===== src/rtl/edcd_pkg.sv =====
// ----------------------------------------------------------------------------
// edcd_pkg
// Shared types, constants and calendar helpers for the day count to date
// converter.
// ----------------------------------------------------------------------------
package edcd_pkg;

  localparam int unsigned DaysW   = 16;
  localparam int unsigned MinuteW = 11;
  localparam int unsigned TickW   = 12;
  localparam int unsigned YearW   = 8;
  localparam int unsigned MonthW  = 4;
  localparam int unsigned DayW    = 5;
  localparam int unsigned HourW   = 5;
  localparam int unsigned MinW    = 6;
  localparam int unsigned SecW    = 6;

  localparam logic [MinuteW-1:0] MaxMinute = 11'd1439;
  localparam logic [TickW-1:0]   MaxTick   = 12'd2999;

  // floor(x / 60) and floor(x / 50) as multiply and shift, exact over the clamped range
  localparam int unsigned        RecipShift = 16;
  localparam logic [MinuteW-1:0] RecipMin   = 11'd1093;
  localparam logic [TickW-1:0]   RecipTick  = 12'd1311;
  localparam logic [TickW-1:0]   TicksPerSec = 12'd50;

  // year offsets from 1900
  localparam logic [YearW-1:0] EpochOff = 8'd78;
  localparam logic [YearW-1:0] LastOff  = 8'd255;
  localparam logic [YearW-1:0] Off2100  = 8'd200;

  localparam logic [MonthW-1:0] MonthJan = 4'd1;
  localparam logic [MonthW-1:0] MonthFeb = 4'd2;
  localparam logic [MonthW-1:0] MonthDec = 4'd12;
  localparam logic [DayW-1:0]   DayLast  = 5'd31;

  localparam logic [DaysW-1:0] DaysLeapYear = 16'd366;
  localparam logic [DaysW-1:0] DaysYear     = 16'd365;

  // one queued word from the front end
  typedef struct packed {
    logic [DaysW-1:0] days;
    logic [HourW-1:0] hour;
    logic [MinW-1:0]  minute;
    logic [SecW-1:0]  second;
  } q_word_t;

  typedef struct packed {
    logic full;
    logic empty;
  } q_stat_t;

  typedef enum logic [1:0] {
    BK_IDLE,
    BK_YEAR,
    BK_MONTH,
    BK_DONE
  } bk_state_t;

  // Leap rule for 1900 + off, off in 0..255: 1900 and 2100 are century non-leap
  // years, 2000 is a leap year.
  function automatic logic leap_year(input logic [YearW-1:0] off);
    leap_year = (off[1:0] == 2'b00) && (off != Off2100) && (off != '0);
  endfunction

  function automatic logic [DaysW-1:0] month_len(input logic [MonthW-1:0] m,
                                                 input logic leap);
    logic [DaysW-1:0] len;
    unique case (m)
      4'd1, 4'd3, 4'd5, 4'd7, 4'd8, 4'd10, 4'd12: len = 16'd31;
      4'd4, 4'd6, 4'd9, 4'd11:                    len = 16'd30;
      MonthFeb:                                   len = leap ? 16'd29 : 16'd28;
      default:                                    len = 16'd31;
    endcase
    month_len = len;
  endfunction

endpackage


===== src/rtl/epoch_days_to_calendar_date_top.sv =====
// ----------------------------------------------------------------------------
// epoch_days_to_calendar_date_top
// Day count since 1978-01-01 plus time of day in, Gregorian date and
// hour/minute/second out; dates past 2155-12-31 saturate and flag.
// ----------------------------------------------------------------------------
//  channel  | ports                                            | dir
//  ---------+--------------------------------------------------+-----
//  in       | in_valid, in_stall, days/minute/tick fields      | in
//  out      | out_valid, out_stall, date/time fields, range    | out
//
// The walker steps a word through the years past 1978 (up to 177) and then
// through the months (up to 11), one subtract a cycle.
// Words queue two deep in front of the walker; the output register lets the
// next word start while a result is stalled.
// Synchronous active-low reset empties the queue and drops out_valid.
module epoch_days_to_calendar_date_top (
  input  logic                         clk,
  input  logic                         rst_n,
  input  logic                         in_valid,
  output logic                         in_stall,
  input  logic [edcd_pkg::DaysW-1:0]   in_days_since_epoch,
  input  logic [edcd_pkg::MinuteW-1:0] in_minute_of_day,
  input  logic [edcd_pkg::TickW-1:0]   in_tick_in_minute,
  output logic                         out_valid,
  input  logic                         out_stall,
  output logic [edcd_pkg::YearW-1:0]   out_year_offset,
  output logic [edcd_pkg::MonthW-1:0]  out_month_number,
  output logic [edcd_pkg::DayW-1:0]    out_day_of_month,
  output logic [edcd_pkg::HourW-1:0]   out_hour_of_day,
  output logic [edcd_pkg::MinW-1:0]    out_minute_of_hour,
  output logic [edcd_pkg::SecW-1:0]    out_second_of_minute,
  output logic                         out_out_of_range
);

  edcd_pkg::q_word_t front_word;
  edcd_pkg::q_word_t head_word;
  edcd_pkg::q_stat_t q_stat;
  logic              pop;

  edcd_front u_front (
    .days_since_epoch (in_days_since_epoch),
    .minute_of_day    (in_minute_of_day),
    .tick_in_minute   (in_tick_in_minute),
    .word             (front_word)
  );

  assign in_stall = q_stat.full;

  edcd_queue u_queue (
    .clk       (clk),
    .rst_n     (rst_n),
    .push      (in_valid),
    .push_word (front_word),
    .pop       (pop),
    .head_word (head_word),
    .stat      (q_stat)
  );

  edcd_back u_back (
    .clk                  (clk),
    .rst_n                (rst_n),
    .head_word            (head_word),
    .q_stat               (q_stat),
    .pop                  (pop),
    .out_valid            (out_valid),
    .out_stall            (out_stall),
    .out_year_offset      (out_year_offset),
    .out_month_number     (out_month_number),
    .out_day_of_month     (out_day_of_month),
    .out_hour_of_day      (out_hour_of_day),
    .out_minute_of_hour   (out_minute_of_hour),
    .out_second_of_minute (out_second_of_minute),
    .out_out_of_range     (out_out_of_range)
  );

endmodule


===== src/rtl/edcd_front.sv =====
// ----------------------------------------------------------------------------
// edcd_front
// Clamps the time of day and splits it into hour, minute and second, then
// hands the word to the queue together with the day count.
// ----------------------------------------------------------------------------
module edcd_front (
  input  logic [edcd_pkg::DaysW-1:0]   days_since_epoch,
  input  logic [edcd_pkg::MinuteW-1:0] minute_of_day,
  input  logic [edcd_pkg::TickW-1:0]   tick_in_minute,
  output edcd_pkg::q_word_t            word
);

  logic [edcd_pkg::MinuteW-1:0]   minute_c;
  logic [edcd_pkg::TickW-1:0]     tick_c;
  logic [2*edcd_pkg::MinuteW-1:0] min_prod;
  logic [2*edcd_pkg::TickW-1:0]   tick_prod;
  logic [edcd_pkg::HourW-1:0]     hour;
  logic [edcd_pkg::MinuteW-1:0]   hour_x60;
  logic [edcd_pkg::MinuteW-1:0]   min_rem;

  assign minute_c = (minute_of_day > edcd_pkg::MaxMinute) ? edcd_pkg::MaxMinute
                                                          : minute_of_day;
  assign tick_c   = (tick_in_minute > edcd_pkg::MaxTick) ? edcd_pkg::MaxTick
                                                         : tick_in_minute;

  assign min_prod  = {{edcd_pkg::MinuteW{1'b0}}, minute_c} *
                     {{edcd_pkg::MinuteW{1'b0}}, edcd_pkg::RecipMin};
  assign tick_prod = {{edcd_pkg::TickW{1'b0}}, tick_c} *
                     {{edcd_pkg::TickW{1'b0}}, edcd_pkg::RecipTick};

  assign hour = min_prod[edcd_pkg::RecipShift +: edcd_pkg::HourW];

  // hour * 60 = hour * 64 - hour * 4
  assign hour_x60 = ({{(edcd_pkg::MinuteW-edcd_pkg::HourW){1'b0}}, hour} << 6)
                  - ({{(edcd_pkg::MinuteW-edcd_pkg::HourW){1'b0}}, hour} << 2);
  assign min_rem  = minute_c - hour_x60;

  assign word.days   = days_since_epoch;
  assign word.hour   = hour;
  assign word.minute = min_rem[edcd_pkg::MinW-1:0];
  assign word.second = tick_prod[edcd_pkg::RecipShift +: edcd_pkg::SecW];

endmodule


===== src/rtl/edcd_queue.sv =====
// ----------------------------------------------------------------------------
// edcd_queue
// Two-word queue between the front end and the date walker.
// ----------------------------------------------------------------------------
module edcd_queue (
  input  logic               clk,
  input  logic               rst_n,
  input  logic               push,
  input  edcd_pkg::q_word_t  push_word,
  input  logic               pop,
  output edcd_pkg::q_word_t  head_word,
  output edcd_pkg::q_stat_t  stat
);

  edcd_pkg::q_word_t q_r [2];
  logic              wr_ptr_r, wr_ptr_nxt;
  logic              rd_ptr_r, rd_ptr_nxt;
  logic [1:0]        cnt_r, cnt_nxt;
  logic              do_push, do_pop;

  assign stat.full  = (cnt_r == 2'd2);
  assign stat.empty = (cnt_r == 2'd0);
  assign do_push    = push && !stat.full;
  assign do_pop     = pop && !stat.empty;
  assign head_word  = q_r[rd_ptr_r];

  always_comb begin
    wr_ptr_nxt = wr_ptr_r ^ do_push;
    rd_ptr_nxt = rd_ptr_r ^ do_pop;
    cnt_nxt    = cnt_r + {1'b0, do_push} - {1'b0, do_pop};
  end

  always_ff @(posedge clk) begin
    if (!rst_n) begin
      wr_ptr_r <= 1'b0;
      rd_ptr_r <= 1'b0;
      cnt_r    <= 2'd0;
    end else begin
      wr_ptr_r <= wr_ptr_nxt;
      rd_ptr_r <= rd_ptr_nxt;
      cnt_r    <= cnt_nxt;
    end
  end

  always_ff @(posedge clk) begin
    if (do_push) begin
      q_r[wr_ptr_r] <= push_word;
    end
  end

endmodule


===== src/rtl/edcd_back.sv =====
// ----------------------------------------------------------------------------
// edcd_back
// Walks years then months one step a cycle and fills the output register.
// ----------------------------------------------------------------------------
module edcd_back (
  input  logic                        clk,
  input  logic                        rst_n,
  input  edcd_pkg::q_word_t           head_word,
  input  edcd_pkg::q_stat_t           q_stat,
  output logic                        pop,
  output logic                        out_valid,
  input  logic                        out_stall,
  output logic [edcd_pkg::YearW-1:0]  out_year_offset,
  output logic [edcd_pkg::MonthW-1:0] out_month_number,
  output logic [edcd_pkg::DayW-1:0]   out_day_of_month,
  output logic [edcd_pkg::HourW-1:0]  out_hour_of_day,
  output logic [edcd_pkg::MinW-1:0]   out_minute_of_hour,
  output logic [edcd_pkg::SecW-1:0]   out_second_of_minute,
  output logic                        out_out_of_range
);

  edcd_pkg::bk_state_t st_r, st_nxt;

  logic [edcd_pkg::DaysW-1:0]  days_r, days_nxt;
  logic [edcd_pkg::YearW-1:0]  year_r, year_nxt;
  logic [edcd_pkg::MonthW-1:0] month_r, month_nxt;
  logic                        oor_r, oor_nxt;
  logic [edcd_pkg::HourW-1:0]  hour_r, hour_nxt;
  logic [edcd_pkg::MinW-1:0]   min_r, min_nxt;
  logic [edcd_pkg::SecW-1:0]   sec_r, sec_nxt;

  logic                        ov_r, ov_nxt;
  logic                        out_load;
  logic                        out_free;
  logic                        leap;
  logic [edcd_pkg::DaysW-1:0]  year_len;
  logic [edcd_pkg::DaysW-1:0]  mon_len;
  logic [edcd_pkg::DayW-1:0]   day_fin;

  assign leap     = edcd_pkg::leap_year(year_r);
  assign year_len = leap ? edcd_pkg::DaysLeapYear : edcd_pkg::DaysYear;
  assign mon_len  = edcd_pkg::month_len(month_r, leap);
  assign out_free = !ov_r || !out_stall;
  // days_r is below 31 once the month walk stops
  assign day_fin  = oor_r ? edcd_pkg::DayLast : (days_r[edcd_pkg::DayW-1:0] + 5'd1);

  always_comb begin
    st_nxt    = st_r;
    days_nxt  = days_r;
    year_nxt  = year_r;
    month_nxt = month_r;
    oor_nxt   = oor_r;
    hour_nxt  = hour_r;
    min_nxt   = min_r;
    sec_nxt   = sec_r;
    pop       = 1'b0;
    out_load  = 1'b0;
    unique case (st_r)
      edcd_pkg::BK_IDLE: begin
        if (!q_stat.empty) begin
          pop       = 1'b1;
          days_nxt  = head_word.days;
          hour_nxt  = head_word.hour;
          min_nxt   = head_word.minute;
          sec_nxt   = head_word.second;
          year_nxt  = edcd_pkg::EpochOff;
          month_nxt = edcd_pkg::MonthJan;
          oor_nxt   = 1'b0;
          st_nxt    = edcd_pkg::BK_YEAR;
        end
      end
      edcd_pkg::BK_YEAR: begin
        priority if (days_r < year_len) begin
          st_nxt = edcd_pkg::BK_MONTH;
        end else if (year_r == edcd_pkg::LastOff) begin
          oor_nxt = 1'b1;
          st_nxt  = edcd_pkg::BK_DONE;
        end else begin
          days_nxt = days_r - year_len;
          year_nxt = year_r + 8'd1;
        end
      end
      edcd_pkg::BK_MONTH: begin
        priority if (month_r == edcd_pkg::MonthDec || days_r < mon_len) begin
          st_nxt = edcd_pkg::BK_DONE;
        end else begin
          days_nxt  = days_r - mon_len;
          month_nxt = month_r + 4'd1;
        end
      end
      edcd_pkg::BK_DONE: begin
        if (out_free) begin
          out_load = 1'b1;
          st_nxt   = edcd_pkg::BK_IDLE;
        end
      end
      default: st_nxt = edcd_pkg::BK_IDLE;
    endcase
  end

  always_comb begin
    ov_nxt = ov_r;
    if (out_load) begin
      ov_nxt = 1'b1;
    end else if (!out_stall) begin
      ov_nxt = 1'b0;
    end
  end

  always_ff @(posedge clk) begin
    if (!rst_n) begin
      st_r <= edcd_pkg::BK_IDLE;
      ov_r <= 1'b0;
    end else begin
      st_r <= st_nxt;
      ov_r <= ov_nxt;
    end
  end

  always_ff @(posedge clk) begin
    days_r  <= days_nxt;
    year_r  <= year_nxt;
    month_r <= month_nxt;
    oor_r   <= oor_nxt;
    hour_r  <= hour_nxt;
    min_r   <= min_nxt;
    sec_r   <= sec_nxt;
    if (out_load) begin
      out_year_offset      <= year_r;
      out_month_number     <= oor_r ? edcd_pkg::MonthDec : month_r;
      out_day_of_month     <= day_fin;
      out_hour_of_day      <= hour_r;
      out_minute_of_hour   <= min_r;
      out_second_of_minute <= sec_r;
      out_out_of_range     <= oor_r;
    end
  end

  assign out_valid = ov_r;

endmodule


===== config.mk =====
export PLATFORM = sky130hd
export DESIGN_NAME = epoch_days_to_calendar_date_top
export DESIGN_NICKNAME = d
export VERILOG_FILES = /design/src/rtl/edcd_pkg.sv /design/src/rtl/epoch_days_to_calendar_date_top.sv /design/src/rtl/edcd_front.sv /design/src/rtl/edcd_queue.sv /design/src/rtl/edcd_back.sv
export SDC_FILE = /design/constraint.sdc
export NUM_CORES = 1
export LEC_CHECK = 0
export ABC_AREA = 1
export BUFFER_PORTS_ARGS = -buffer_cell sky130_fd_sc_hd__buf_2
export CORE_MARGIN = 3
export CORE_UTILIZATION = 56
export DETAILED_ROUTE_END_ITERATION = 16
export GPL_TIMING_DRIVEN = 1
export PLACE_DENSITY = 0.78
export SETUP_SLACK_MARGIN = 0.5
export SYNTH_ARGS = -nofsm -noshare
export SYNTH_HDL_FRONTEND = slang
export SYNTH_SLANG_ARGS = --single-unit

===== constraint.sdc =====
create_clock -name clk -period 4.95 [get_ports clk]
set_clock_uncertainty 0.2 [all_clocks]
set_input_delay 0.2475 -clock clk [delete_from_list [all_inputs] [get_ports clk]]
set_output_delay 0.2475 -clock clk [all_outputs]
set_load 0.005 [all_outputs]

# Word level (Yosys, flattened, before mapping)
# Memories as Yosys holds them, arrays and structs flattened. A register that Yosys moved wholly into a read port is not among the register bits.
# Index checks and enable logic that the tools add are counted.
[totals]
inputBits = 43
romBits = 0
ram_bits = 66
n_memories = 1
register_bits = 88
elab_cells = 119
latchBits = 0
out_inout_bits = 37
[memory_table]
columns = ["memory", "depth", "word_bits", "rd", "rd_clocked_by_memory_dff", "wr", "line", "rtl"]
rows = [
  ["u_queue.q_r", 2, 33, 1, 1, 1, "edcd_queue.sv:15", "edcd_pkg::q_word_t q_r [2];"],
]
[classes]
n_shift = 0
mul = 2
addsub = 9
n_lt_le_gt_ge = 4
eq_ne = 21
reduce_logical = 24
div_mod_pow = 0
bitwise = 3
n_mux = 36
[op_table]
columns = ["op", "count"]
rows = [
  ["16-bit 2-to-1 mux", 4],
  ["16-bit one-hot mux with 3 select lines", 1],
  ["16-bit less-than comparator", 2],
  ["16-bit one-hot mux with 2 select lines", 1],
  ["16-bit subtractor", 2],
  ["8-bit 2-to-1 mux", 3],
  ["12-bit by 11-bit multiplier with 22-bit output (second input constant)", 1],
  ["11-bit by 11-bit multiplier with 21-bit output (second input constant)", 1],
  ["8-bit one-hot mux with 2 select lines", 1],
  ["1-bit 2-to-1 mux", 13],
  ["4-bit == test (second input constant)", 3],
  ["12-bit greater-than comparator (second input constant)", 1],
  ["12-bit 2-to-1 mux", 1],
  ["2-bit 2-to-1 mux", 6],
  ["4-bit AND reduction", 3],
  ["11-bit greater-than comparator (second input constant)", 1],
  ["11-bit 2-to-1 mux", 1],
  ["8-bit by 1-bit adder with 8-bit output (second input constant)", 1],
  ["4-bit by 3-bit == test with 1-bit output (second input constant)", 2],
  ["8-bit == test (second input constant)", 1],
  ["4-bit 2-to-1 mux", 2],
  ["2-bit by 1-bit != test with 1-bit output (second input constant)", 4],
  ["2-bit != test (second input constant)", 4],
  ["8-bit != test (second input constant)", 1],
  ["26 further kinds", 39],
]

# Depth between registers and ports, before layout
# Gate-level depths: netlist of the first run.
[logic_depth]
word_depth = 9
mapped_depth = 31
ltp_nobuf = 30

# Cells and area by module
# A second synthesis of the first run with hierarchy kept.
[unflattened]
cells_unflattened = 1162
hier_area_um2 = 11700.0
[modules_own_cells]
columns = ["mod", "cells_each", "area_each_um2", "seq_area_each_um2", "n_inst"]
rows = [
  ["edcd_front", 560, 4468.0, 0.0, 1],
  ["edcd_back", 462, 4434.3, 2492.4, 1],
  ["edcd_queue", 140, 2797.7, 2082.0, 1],
]

# Worst setup path before layout of the first run
# No wires, ideal clock.
[synth_timing]
path_kind = "input to register"
start = "in in_tick_in_minute[5] in the netlist's numbering"
end = "mem u_queue.q_r[0][4] in the netlist's numbering (data pin)"
required_ps = 4488
setup_time_ps = 262
path_slack_ps = -59
arrival_ps = 4548
path_stages = 21
n_path_buf = 1
path_cell_list = "nand2_1 > o21ai_1 > nand4_1 > nand2_1 > nand2_2 > inv_2 > buf_4 > nor2_1 > fa_1 > ha_1 > fa_1 > fa_1 > inv_1 > fa_1 > inv_1 > ha_1 > a21oi_1 > o21ai_0 > a21oi_1 > nand3_1 > xor2_1"
[synth_rtl]
columns = ["element", "line", "rtl"]
rows = [
  ["start, declared", "epoch_days_to_calendar_date_top.sv:23", "input logic [edcd_pkg::TickW-1:0] in_tick_in_minute,"],
  ["end, declared", "edcd_queue.sv:15", ""],
]

==> qor.txt, run 1 <==
Outcome: finished clean
Final Setup Violations: 0
Mean area per synthesized cell: 9.58 um2
GPL Wtd Cong: 0.907
Post-DP Area: 0.0123 mm2
Post-route insts no fill: 1,597
Layout area overhead: 24.0%
CP startpoint: in_tick_in_minute[3]
Seq/Total Area, Yosys: 40.9%
Max Buffers Root-to-Sink: 2
Final Hold Slack: 0.131 ns
Placed cells: 1,525
ANT cells: 0
CTS tree: built
Tmin final: 4.48 ns
Nets@finish: 1,568
Final instance area: 0.0139 mm2
Clk_lat worst skew: 0.42 ns
Yosys reg bits: 155
IO buf count: 79
Total GRT Usage: 22.0%
Met1 usage: 26.2%
Pins Over Slew Limit: 0
Met3 Use GR: 3.08%
Startpoint Class: input port
Hpwl dp: 18.2 mm
First-pass GRT wire length: 39.0 mm
Ys async rst share: 0%
Final hold vios: 0
Fin util: 71.0%
Multi-input logic area: 0.00669 mm2
Crit Path Category: in -> reg
Total CTS buffers: 17
Endpoint arrival time on the critical path: 4.43 ns
Post-route DRC: 0
F_max: 0.223 GHz
H-Tree Depth: 4
Synth cell types: 51
# IOs: 80
Root buf cell: clkbuf_16
Power density over the cells: 579 mW/mm2
Fraction of layout cells with a size suffix above 1: 24.0%
Syn Nets: 1,417
Met2 Use GR: 41.1%
Fillers: 1,395
Reg clk slew, reported paths: 0.06 ns
CP endpoint kind: register
Vias in the first global route: 8,556
Critical path endpoint: u_queue.q_r[0][5]
Avg WL per Cell: 15.7 um
Leak: 6.21 nW
Least-Margin Pin Slew: 1.23 ns
Crit Reg-Reg Endpoint: u_back.days_r[6]
R2R setup slack: 1.46 ns
Post-Syn Instances: 1,168
Initial antenna violation count: 0
Cell Rows: 51
Starting density of the core: 57.3%
Clock sinks: 155
First drt pass iteration count: 5
Synth warnings: 0
Post-synth top flop: edfxtp_1
Setup TNS: 0 ns
Largest net degree at the start of global routing: 36
Number of enable flip-flop cells after synthesis: 147
Die width: 147 um
Required time of the worst setup path: 4.91 ns
Vias per cell: 5.39
Die Y: 147 um
Maximum VDD drop: 338 uV
Final antenna-violating net count: 0
Post-synthesis cell area: 0.0112 mm2
Worst slew margin: 17.7%
Routed Wire Length: 25.0 mm
Die area: 0.0217 mm2
Core box area: 0.0195 mm2
Register area: 0.00457 mm2
Fin crit share: 90.5%
Hold crit path type: in -> reg
Busiest grt layer: met2
CP Max Fanout: 5
RSZ-0062 raised after global routing: yes
Via Count: 8,615
Starting DRT DRC Count: 476
Total gr overflow: 0
R2R cell count: 17
R2R Path Start: u_back.month_r[0]
Maxcap violations: 0
[synthesized netlist by cell type, types with 2 or more instances]
master	instances	area share, %
dfxtp_1	8	1.4
a31oi_1	3	0.17
nand3b_1	2	0.13
inv_2	9	0.30
nor4_1	3	0.17
o21ai_0	59	2.6
nand3_1	44	2.0
buf_6	2	0.20
or2_2	16	0.89
or2_1	4	0.22
fa_1	40	7.2
and2_1	2	0.11
nor2_1	84	2.8
a21o_1	3	0.20
inv_1	164	5.5
nand2_1	219	7.3
nand4_1	7	0.39
edfxtp_1	147	39
clkbuf_1	13	0.44
nand2_2	6	0.34
nand2_4	3	0.30
clkinv_1	2	0.067
a211oi_1	3	0.20
nand3_2	3	0.27
a21oi_1	67	3.0
nor3_1	10	0.45
ha_1	166	19
o22ai_1	2	0.11
o21ai_2	2	0.16
and3_1	3	0.17
o31ai_1	5	0.34
nor2_2	7	0.39
xor2_1	15	1.2
nor3_2	2	0.18
o21ai_1	15	0.67
xnor2_1	9	0.70
o21bai_1	4	0.27
buf_2	2	0.089
[cell type report]
class,instances,share of cell area [%]
inverter,176,4.90
tap,265,2.39
multi-input combinational,820,48.2
timing repair buffer,149,7.26
clock buffer,19,3.12
sequential,155,33.0
clock inverter,13,1.12
[flip-flops by register name, summed over array words and instances, names as in the netlist, 6 cells and up, named ones only]
| signal | count |
|---|---|
| u_back.out_year_offset | 8 |
| u_back.min_r | 6 |
| u_back.out_minute_of_hour | 6 |
| u_back.days_r | 16 |
| u_back.year_r | 8 |
| u_back.out_second_of_minute | 6 |
| u_back.sec_r | 6 |
| u_queue.q_r | 66 |
[power by group]
part | internal (mW) | switching [mW] | total, mW
Clock | 0.757 | 0.527 | 1.28
Combinational | 1.80 | 2.62 | 4.42
Sequential | 2.07 | 0.247 | 2.32
Total | 4.63 | 3.39 | 8.03
[worst max-delay path: stages]
cell	delay [ns]
buf_6	0.09
inv_8	0.03
o21ai_2	0.13
nand4_1	0.09
nand2_1	0.08
nand2_2	0.10
nand2_2	0.11
inv_4	0.06
nor2_2	0.12
a21oi_1	0.05
ha_2	0.18
or2_1	0.21
ha_1	0.27
inv_1	0.05
fa_1	0.47
inv_1	0.05
fa_1	0.47
inv_1	0.05
fa_1	0.51
inv_2	0.05
ha_4	0.23
a21oi_2	0.15
o21ai_2	0.07
buf_4	0.13
o21ai_1	0.16
nand3_2	0.11
xnor2_2	0.15
[routing by layer]
layer	part of all wire [%]	wire length, um	vias to the layer above
li1	-	-	4246
met1	41	10200	4128
met2	54	13500	204
met3	3.1	780	37
met4	1.8	455	0
met5	0	0	-
[placed cells by master, fill, tap and decap left out, types with 39 or more instances in the layout]
master | netlist | final
buf_2 | 2 | 75
buf_4 | 1 | 48
o21ai_0 | 59 | 49
edfxtp_1 | 147 | 147
nand2_1 | 219 | 212
ha_1 | 166 | 122
nand3_1 | 44 | 41
fa_1 | 40 | 40
ha_4 | 0 | 39
inv_1 | 164 | 154
nor2_1 | 84 | 72
a21oi_1 | 67 | 54
[cells by family after synthesis]
logic type,Yosys count,synth area share (%)
flops,155,40.9
compound gates,172,8.49
xor+xnor,24,1.88
fa+ha+maj,206,25.7
simple gates,417,16.3
buf+inv,194,6.71
[worst min-delay path by stage]
stage / cells after the start / endpoint / slack, ns / from
4_1_cts: 3 / u_queue.q_r[1][8] / 0.12 / in_minute_of_day[2]
6_report: 3 / u_queue.q_r[1][8] / 0.13 / in_minute_of_day[2]
5_1_grt: 3 / u_queue.q_r[1][8] / 0.14 / in_minute_of_day[2]
2_1_floorplan: 2 / u_queue.cnt_r[0] / 0.14 / rst_n
3_3_place_gp: 0 / u_back.out_minute_of_hour[2] / 0.20 / u_back.min_r[2]
3_5_place_dp: 0 / u_back.out_hour_of_day[0] / 0.21 / u_back.hour_r[0]
[per-stage QoR]
| stage | setup slack, ns | power [mW] |
|---|---|---|
| global route | 0.258 | 8.66 |
| finish | 0.472 | 8.03 |
| detailed placement | -0.0671 | 5.96 |
| floorplan | 0.246 | 5.03 |
| global placement | 0.0712 | 5.80 |
| CTS | 0.500 | 7.43 |
[repair_timing]
| item | 4_1_cts | 5_1_grt |
|---|---|---|
| endpoints found under the setup margin | 14 | 14 |
| gates cloned | 1 | 0 |
| endpoints found under the hold margin | 43 | 0 |
| gates resized for setup | 13 | 101 |
| hold buffers | 20 | 0 |
| setup buffers | 4 | 15 |
| pin swaps | 8 | 48 |
Note: power is estimated with default switching activity, not from simulation.
==> run 2: changes to the inputs <==
--- a/config.mk
+++ b/config.mk
@@ -11,6 +11,7 @@
 export CORE_UTILIZATION = 56
 export DETAILED_ROUTE_END_ITERATION = 16
 export GPL_TIMING_DRIVEN = 1
+export HOLD_SLACK_MARGIN = 0.06
 export PLACE_DENSITY = 0.78
 export SETUP_SLACK_MARGIN = 0.5
 export SYNTH_ARGS = -nofsm -noshare
==> constraint.sdc (replaced) <==
create_clock -name clk -period 3.7 [get_ports clk]
set_clock_uncertainty 0.2 [all_clocks]
set_input_delay 0.185 -clock clk [delete_from_list [all_inputs] [get_ports clk]]
set_output_delay 0.185 -clock clk [all_outputs]
set_load 0.005 [all_outputs]
==> qor.txt, run 2 (synthesis gave the netlist of run 1 again) <==
Most flop-heavy register: u_queue.q_r
Min-delay src: in_minute_of_day[1]
Net Sw Frac: 41.5%
Detailed-routed wire length on met2: 15.3 mm
Least-Margin Pin Slew: 1.00 ns
Setup ws final: -0.770 ns
Avg WL per Cell: 16.4 um
Fin crit share: 121%
First drt pass iteration count: 7
Met3 WL post-DR: 1.10 mm
Power share of the sequential group: 25.5%
Leak: 6.84 nW
Worst slew margin: 33.0%
Die width: 147 um
F_max: 0.224 GHz
Root buf cell: clkbuf_16
P_sw: 5.07 mW
H-Tree Depth: 4
Final Hold Slack: 0.113 ns
Fraction of layout cells with a size suffix above 1: 36.6%
Maximum VDD drop: 537 uV
Vias in the first global route: 9,076
Power share of the combinational group: 60.4%
Slowest-stage cell, CP: fa_1
Cell Rows: 51
Vias per cell: 5.36
Tmin final: 4.47 ns
Maxcap violations: 0
Max Buffers Root-to-Sink: 2
Final antenna-violating net count: 0
IO buf count: 79
Power density over the cells: 786 mW/mm2
Critical path buffer and inverter count: 8
Routed Wire Length: 28.0 mm
Starting density of the core: 57.3%
CTS tree: built
Final hold vios: 0
CP startpoint: in_tick_in_minute[5]
Most frequent cells in the layout: nand2_1 (187), edfxtp_1 (147), buf_4 (143)
Clock share of power: 14.1%
Crit-path most repeated cell: inv_2
Total CTS buffers: 17
Nets@finish: 1,683
Clock sinks: 155
Hold crit path type: in -> reg
Largest register FFs: 66
Internal power: 7.13 mW
# IOs: 80
Met1 WL: 10.9 mm
Startpoint Class: input port
Initial antenna violation count: 0
Top Layer Used: met4
R2R Path Start: u_back.year_r[7]
Clk_lat worst skew: 0.42 ns
CP endpoint kind: register
Die area: 0.0217 mm2
Hpwl dp: 18.6 mm
Layout area overhead: 38.6%
Via Count: 9,171
Crit Path Category: in -> reg
ANT cells: 0
Largest regs: u_queue.q_r: 66 flops, u_back.days_r: 16 flops
Total GRT Usage: 24.5%
Crit path max-delay family: adder cells
Required time of the worst setup path: 3.68 ns
Pwr Total: 12.2 mW
Die Y: 147 um
Final Setup Violations: 18
Core box area: 0.0195 mm2
Pins Over Slew Limit: 0
Reg clk slew, reported paths: 0.06 ns
GPL Wtd Cong: 0.889
Starting DRT DRC Count: 551
Largest net degree at the start of global routing: 35
Violated checks: setup timing
Post-route DRC: 0
First-pass GRT wire length: 42.7 mm
RSZ-0062 raised after global routing: yes
Outcome: finished with violations
Endpoint arrival time on the critical path: 4.44 ns
Total gr overflow: 0
Critical path's largest stage delay: 0.56 ns
CP Max Fanout: 8
Commonest non-fill, non-tap cell in the layout: nand2_1
-- run 2: changes by cell type in the layout (fill, tap and decap cells not counted), sizes merged --
cell / before / now
buf: 129 / 246
inv: 180 / 174
clkinv: 5 / 7
clkinvlp: 2 / 4
bufinv: 2 / 3
clkbuf: 19 / 18
dlygate4sd3: 20 / 19
nand2: 229 / 228
-- run 2: path summary, 6_finish.rpt --
| kind | endpoint | cells past startpoint | slack [ns] |
|---|---|---|---|
| worst max register to register | u_back.days_r[9] | 18 | 0.50 |
| worst min-delay path | u_queue.q_r[0][7] | 4 | 0.11 |
| worst max-delay path | u_queue.q_r[1][3] | 26 | -0.77 |
| worst min register to register | u_back.out_minute_of_hour[0] | 0 | 0.22 |
-- run 2: layer usage --
| metal | track usage [%] | vias up |
|---|---|---|
| li1 | - | 4470 |
| met1 | 28.8 | 4353 |
| met2 | 45.9 | 284 |
| met3 | 3.24 | 64 |
| met4 | 8.67 | 0 |
| met5 | 0 | - |
-- run 2: power groups by stage --
| stage | Combinational, mW | Sequential, mW | Clock (mW) |
|---|---|---|---|
| 3_5_place_dp | 5.51 | 3.12 | 0 |
| 3_3_place_gp | 5.32 | 3.10 | 0 |
| 2_1_floorplan | 3.85 | 3.02 | 0 |
| 6_report | 7.37 | 3.11 | 1.72 |
| 4_1_cts | 6.39 | 3.08 | 1.73 |
| 5_1_grt | 8.08 | 3.16 | 1.80 |
-- run 2: what timing repair did --
item,4_1_cts,5_1_grt
buffers inserted,26,22
endpoints found under the setup margin,58,64
pin swaps,75,62
hold buffers,19,0
endpoints found under the hold margin,57,0
cloned,1,0
resized for setup,123,106
-- run 2: cell type report --
type / instances / area (um2)
clock buffers: 18 / 429
clock inverters: 12 / 150
fillers: 1111 / 4020
inverters: 176 / 709
multi-input cells: 819 / 7290
flip-flops and latches: 155 / 4570
well taps: 265 / 332
repair buffers: 265 / 2020
-- run 2: metrics by stage --
stage | cell area, um2 | worst slack, ns | setup TNS (ns) | util (%) | cells
2_1_floorplan | 11700 | -0.941 | -11.46 | - | 1168
3_3_place_gp | 13300 | -1.11 | -18.57 | 67.9 | 1612
3_5_place_dp | 13300 | -1.24 | -20.81 | 67.9 | 1612
4_1_cts | 14800 | -0.601 | -7.81 | 75.9 | 1688
5_1_grt | 15500 | -0.963 | -12.82 | 79.4 | 1710
6_report | 15500 | -0.770 | -9.98 | 79.4 | 1710
-- run 2: tightest hold or removal path, cell delays in order --
cell and delay, ns:
buf_2 0.10, or2_4 0.13, buf_4 0.11, buf_4 0.10
==> run 3: changes to the inputs <==
--- a/config.mk
+++ b/config.mk
@@ -5,7 +5,7 @@
 export SDC_FILE = /design/constraint.sdc
 export NUM_CORES = 1
 export LEC_CHECK = 0
-export ABC_AREA = 1
+export ABC_AREA = 0
 export BUFFER_PORTS_ARGS = -buffer_cell sky130_fd_sc_hd__buf_2
 export CORE_MARGIN = 3
 export CORE_UTILIZATION = 56
==> qor.txt, run 3 <==
Outcome: finished with violations
Violated checks: setup timing
Cell Rows: 49
Leak: 6.00 nW
Clk_lat worst skew: 0.43 ns
Most flop-heavy register: u_queue.q_r
H-Tree Depth: 4
Layout area overhead: 33.6%
Post-synth top flop: edfxtp_1
Post-synthesis cell area: 0.0105 mm2
Final instance area: 0.0141 mm2
Final antenna-violating net count: 0
# IOs: 80
Synth warnings: 0
Slowest-stage cell, CP: fa_1
Reg clk slew, reported paths: 0.07 ns
Share of the synthesized area in the top cell type: 41.9%
Final Setup Violations: 30
Worst slew margin: 18.6%
Crit Path Category: in -> reg
Net Sw Frac: 39.7%
Fillers: 1,025
F_max: 0.211 GHz
Die width: 143 um
Die area: 0.0205 mm2
Pins Over Slew Limit: 0
Post-Syn Instances: 875
Number of enable flip-flop cells after synthesis: 147
Met2 Use GR: 44.4%
Power density over the cells: 772 mW/mm2
Fraction of layout cells with a size suffix above 1: 36.7%
Endpoint arrival time on the critical path: 4.72 ns
Yosys reg bits: 155
Power share of the combinational group: 53.8%
Most frequent cells in the layout: edfxtp_1 (147), ha_1 (132), buf_4 (105)
Largest net degree at the start of global routing: 40
Cell taking the most area after synthesis: edfxtp_1
Post-route DRC: 0
Hpwl dp: 16.1 mm
Vias in the first global route: 7,898
Total GRT Usage: 23.9%
Commonest non-fill, non-tap cell in the layout: edfxtp_1
Tmin final: 4.74 ns
Starting DRT DRC Count: 426
Maxcap violations: 0
Hold crit path type: in -> reg
Pwr Total: 10.9 mW
Final hold vios: 0
Nets@finish: 1,349
Initial antenna violation count: 0
CP endpoint kind: register
Total CTS buffers: 17
Avg WL per Cell: 18.4 um
Busiest grt layer: met2
Post-DP Area: 0.0122 mm2
Synth cell count leaders: ha_1 (166), edfxtp_1 (147), inv_1 (88)
Routed Wire Length: 24.8 mm
Vias per cell: 5.68
Core box area: 0.0182 mm2
Startpoint Class: input port
CP Max Fanout: 6
Max Buffers Root-to-Sink: 2
Fin crit share: 128%
Total gr overflow: 0
Setup ws final: -1.04 ns
IO buf count: 79
Largest regs: u_queue.q_r: 66 flops, u_back.days_r: 16 flops
Required time of the worst setup path: 3.68 ns
Met1 usage: 28.3%
CTS tree: built
First drt pass iteration count: 5
Ys async rst share: 0%
Internal power: 6.55 mW
Maximum VDD drop: 426 uV
Clock sinks: 155
Power share of the sequential group: 30.1%
Starting density of the core: 57.8%
Met3 Use GR: 3.62%
First-pass GRT wire length: 38.5 mm
Critical path, cell by cell: buf_8 > a31oi_4 > nor2_4 > o21ai_4 > buf_6 > nand2b_4 > buf_4 > fa_1 > ha_1 > xnor2_1 > ha_1 > inv_1 > fa_1 > inv_1 > ha_4 > and4_1 > a221oi_2 > o221ai_2 > and2_4 > or3b_4 > a21oi_4 > xnor2_2
Fin util: 77.3%
Seq/Total Area, Yosys: 43.4%
Root buf cell: clkbuf_16
Leading post-synthesis cells by cell area: edfxtp_1 (42%), ha_1 (20%), fa_1 (7.6%)
GPL Wtd Cong: 0.867
Syn Nets: 1,124
RSZ-0062 raised after global routing: yes
Die Y: 143 um
Largest register FFs: 66
Clock share of power: 16.2%
Critical path's largest stage delay: 0.43 ns
P_sw: 4.31 mW
Most frequent cell after synthesis: ha_1
Mean area per synthesized cell: 12.0 um2
Least-Margin Pin Slew: 1.22 ns
Via Count: 7,622
Synth cell types: 61
[run 3: changes by cell type in the layout (fill, tap and decap cells not counted), moves of 25 or more]
cell     previous run  this run
ha_1               96       132
inv_1             142        80
ha_4               60        25
nor2_1             71        29
o21ai_0            47         9
nand2_1           187        31
buf_4             143       105
nand2_2            27         1
nand3_1            36        11
[run 3: repair_timing]
item / 4_1_cts / 5_1_grt
pin swaps: 53 / 49
hold endpoints to repair: 44 / 0
hold buffers: 20 / 0
setup endpoints to repair: 67 / 69
buffers inserted: 24 / 10
gates cloned: 2 / 0
gates resized for setup: 72 / 65
[run 3: critical path: cells and delay by family]
| kind | cells | cell delay, ns |
|---|---|---|
| xor+xnor | 2 | 0.36 |
| fa+ha+maj | 5 | 1.56 |
| buf+inv | 5 | 0.67 |
| simple gates | 5 | 0.87 |
| compound gates | 5 | 1.06 |
[run 3: cell families (layout without fill, tap and decap cells)]
group                    after synthesis  after routing  share of synthesized area, %
XOR/XNOR                              50             50                          4.16
adder cells (fa/ha/maj)              206            206                          27.3
AO/OA/AOI/OAI                        144            144                          9.20
multiplexers                          28             28                          2.86
flip-flops                           155            155                          43.4
other                                  0              1                             0
buffers and inverters                114            352                          4.06
AND/OR/NAND/NOR                      178            178                          8.96
[run 3: routing by layer]
metal	wire length (um)	vias to the layer above
li1	-	3606
met1	9820	3743
met3	869	56
met2	13400	217
met5	0	-
met4	630	0
[run 3: metrics by stage]
stage / setup slack, ns / instances / hold WS (ns) / setup TNS, ns
2_1_floorplan: -1.47 / 875 / 0.0839 / -25.35
3_3_place_gp: -1.48 / 1254 / 0.175 / -31.54
3_5_place_dp: -1.63 / 1254 / 0.176 / -32.71
4_1_cts: -1.01 / 1332 / 0.143 / -18.77
5_1_grt: -1.17 / 1342 / 0.137 / -24.67
6_report: -1.04 / 1343 / 0.141 / -20.73
[run 3: cell type report]
| type | instances | area [um2] | share of cell area (%) |
|---|---|---|---|
| antenna | 1 | 2.50 | 0.0178 |
| sequential | 155 | 4580 | 32.5 |
| tap | 229 | 287 | 2.04 |
| clock inverter | 15 | 175 | 1.25 |
| timing repair buffer | 231 | 1790 | 12.7 |
| clock buffer | 17 | 425 | 3.02 |
| inverter | 89 | 337 | 2.39 |
| multi-input combinational | 606 | 6480 | 46.0 |
[run 3: path summary, 6_finish.rpt]
path | start | to | slack [ns] | depth (start not counted)
worst max-delay path | in_tick_in_minute[3] | u_queue.q_r[1][1] | -1.04 | 22
worst min-delay path | in_minute_of_day[2] | u_queue.q_r[0][8] | 0.14 | 4
worst max register to register | u_back.year_r[3] | u_back.days_r[10] | 0.42 | 15
worst min register to register | u_back.hour_r[3] | u_back.out_hour_of_day[3] | 0.22 | 0
[run 3: power by group through the flow]
stage / combinational (mW) / clock, mW / sequential [mW]
2_1_floorplan: 3.31 / 0 / 3.03
3_3_place_gp: 4.21 / 0 / 3.23
3_5_place_dp: 4.39 / 0 / 3.26
4_1_cts: 5.21 / 1.75 / 3.24
5_1_grt: 6.38 / 1.82 / 3.33
6_report: 5.84 / 1.75 / 3.26
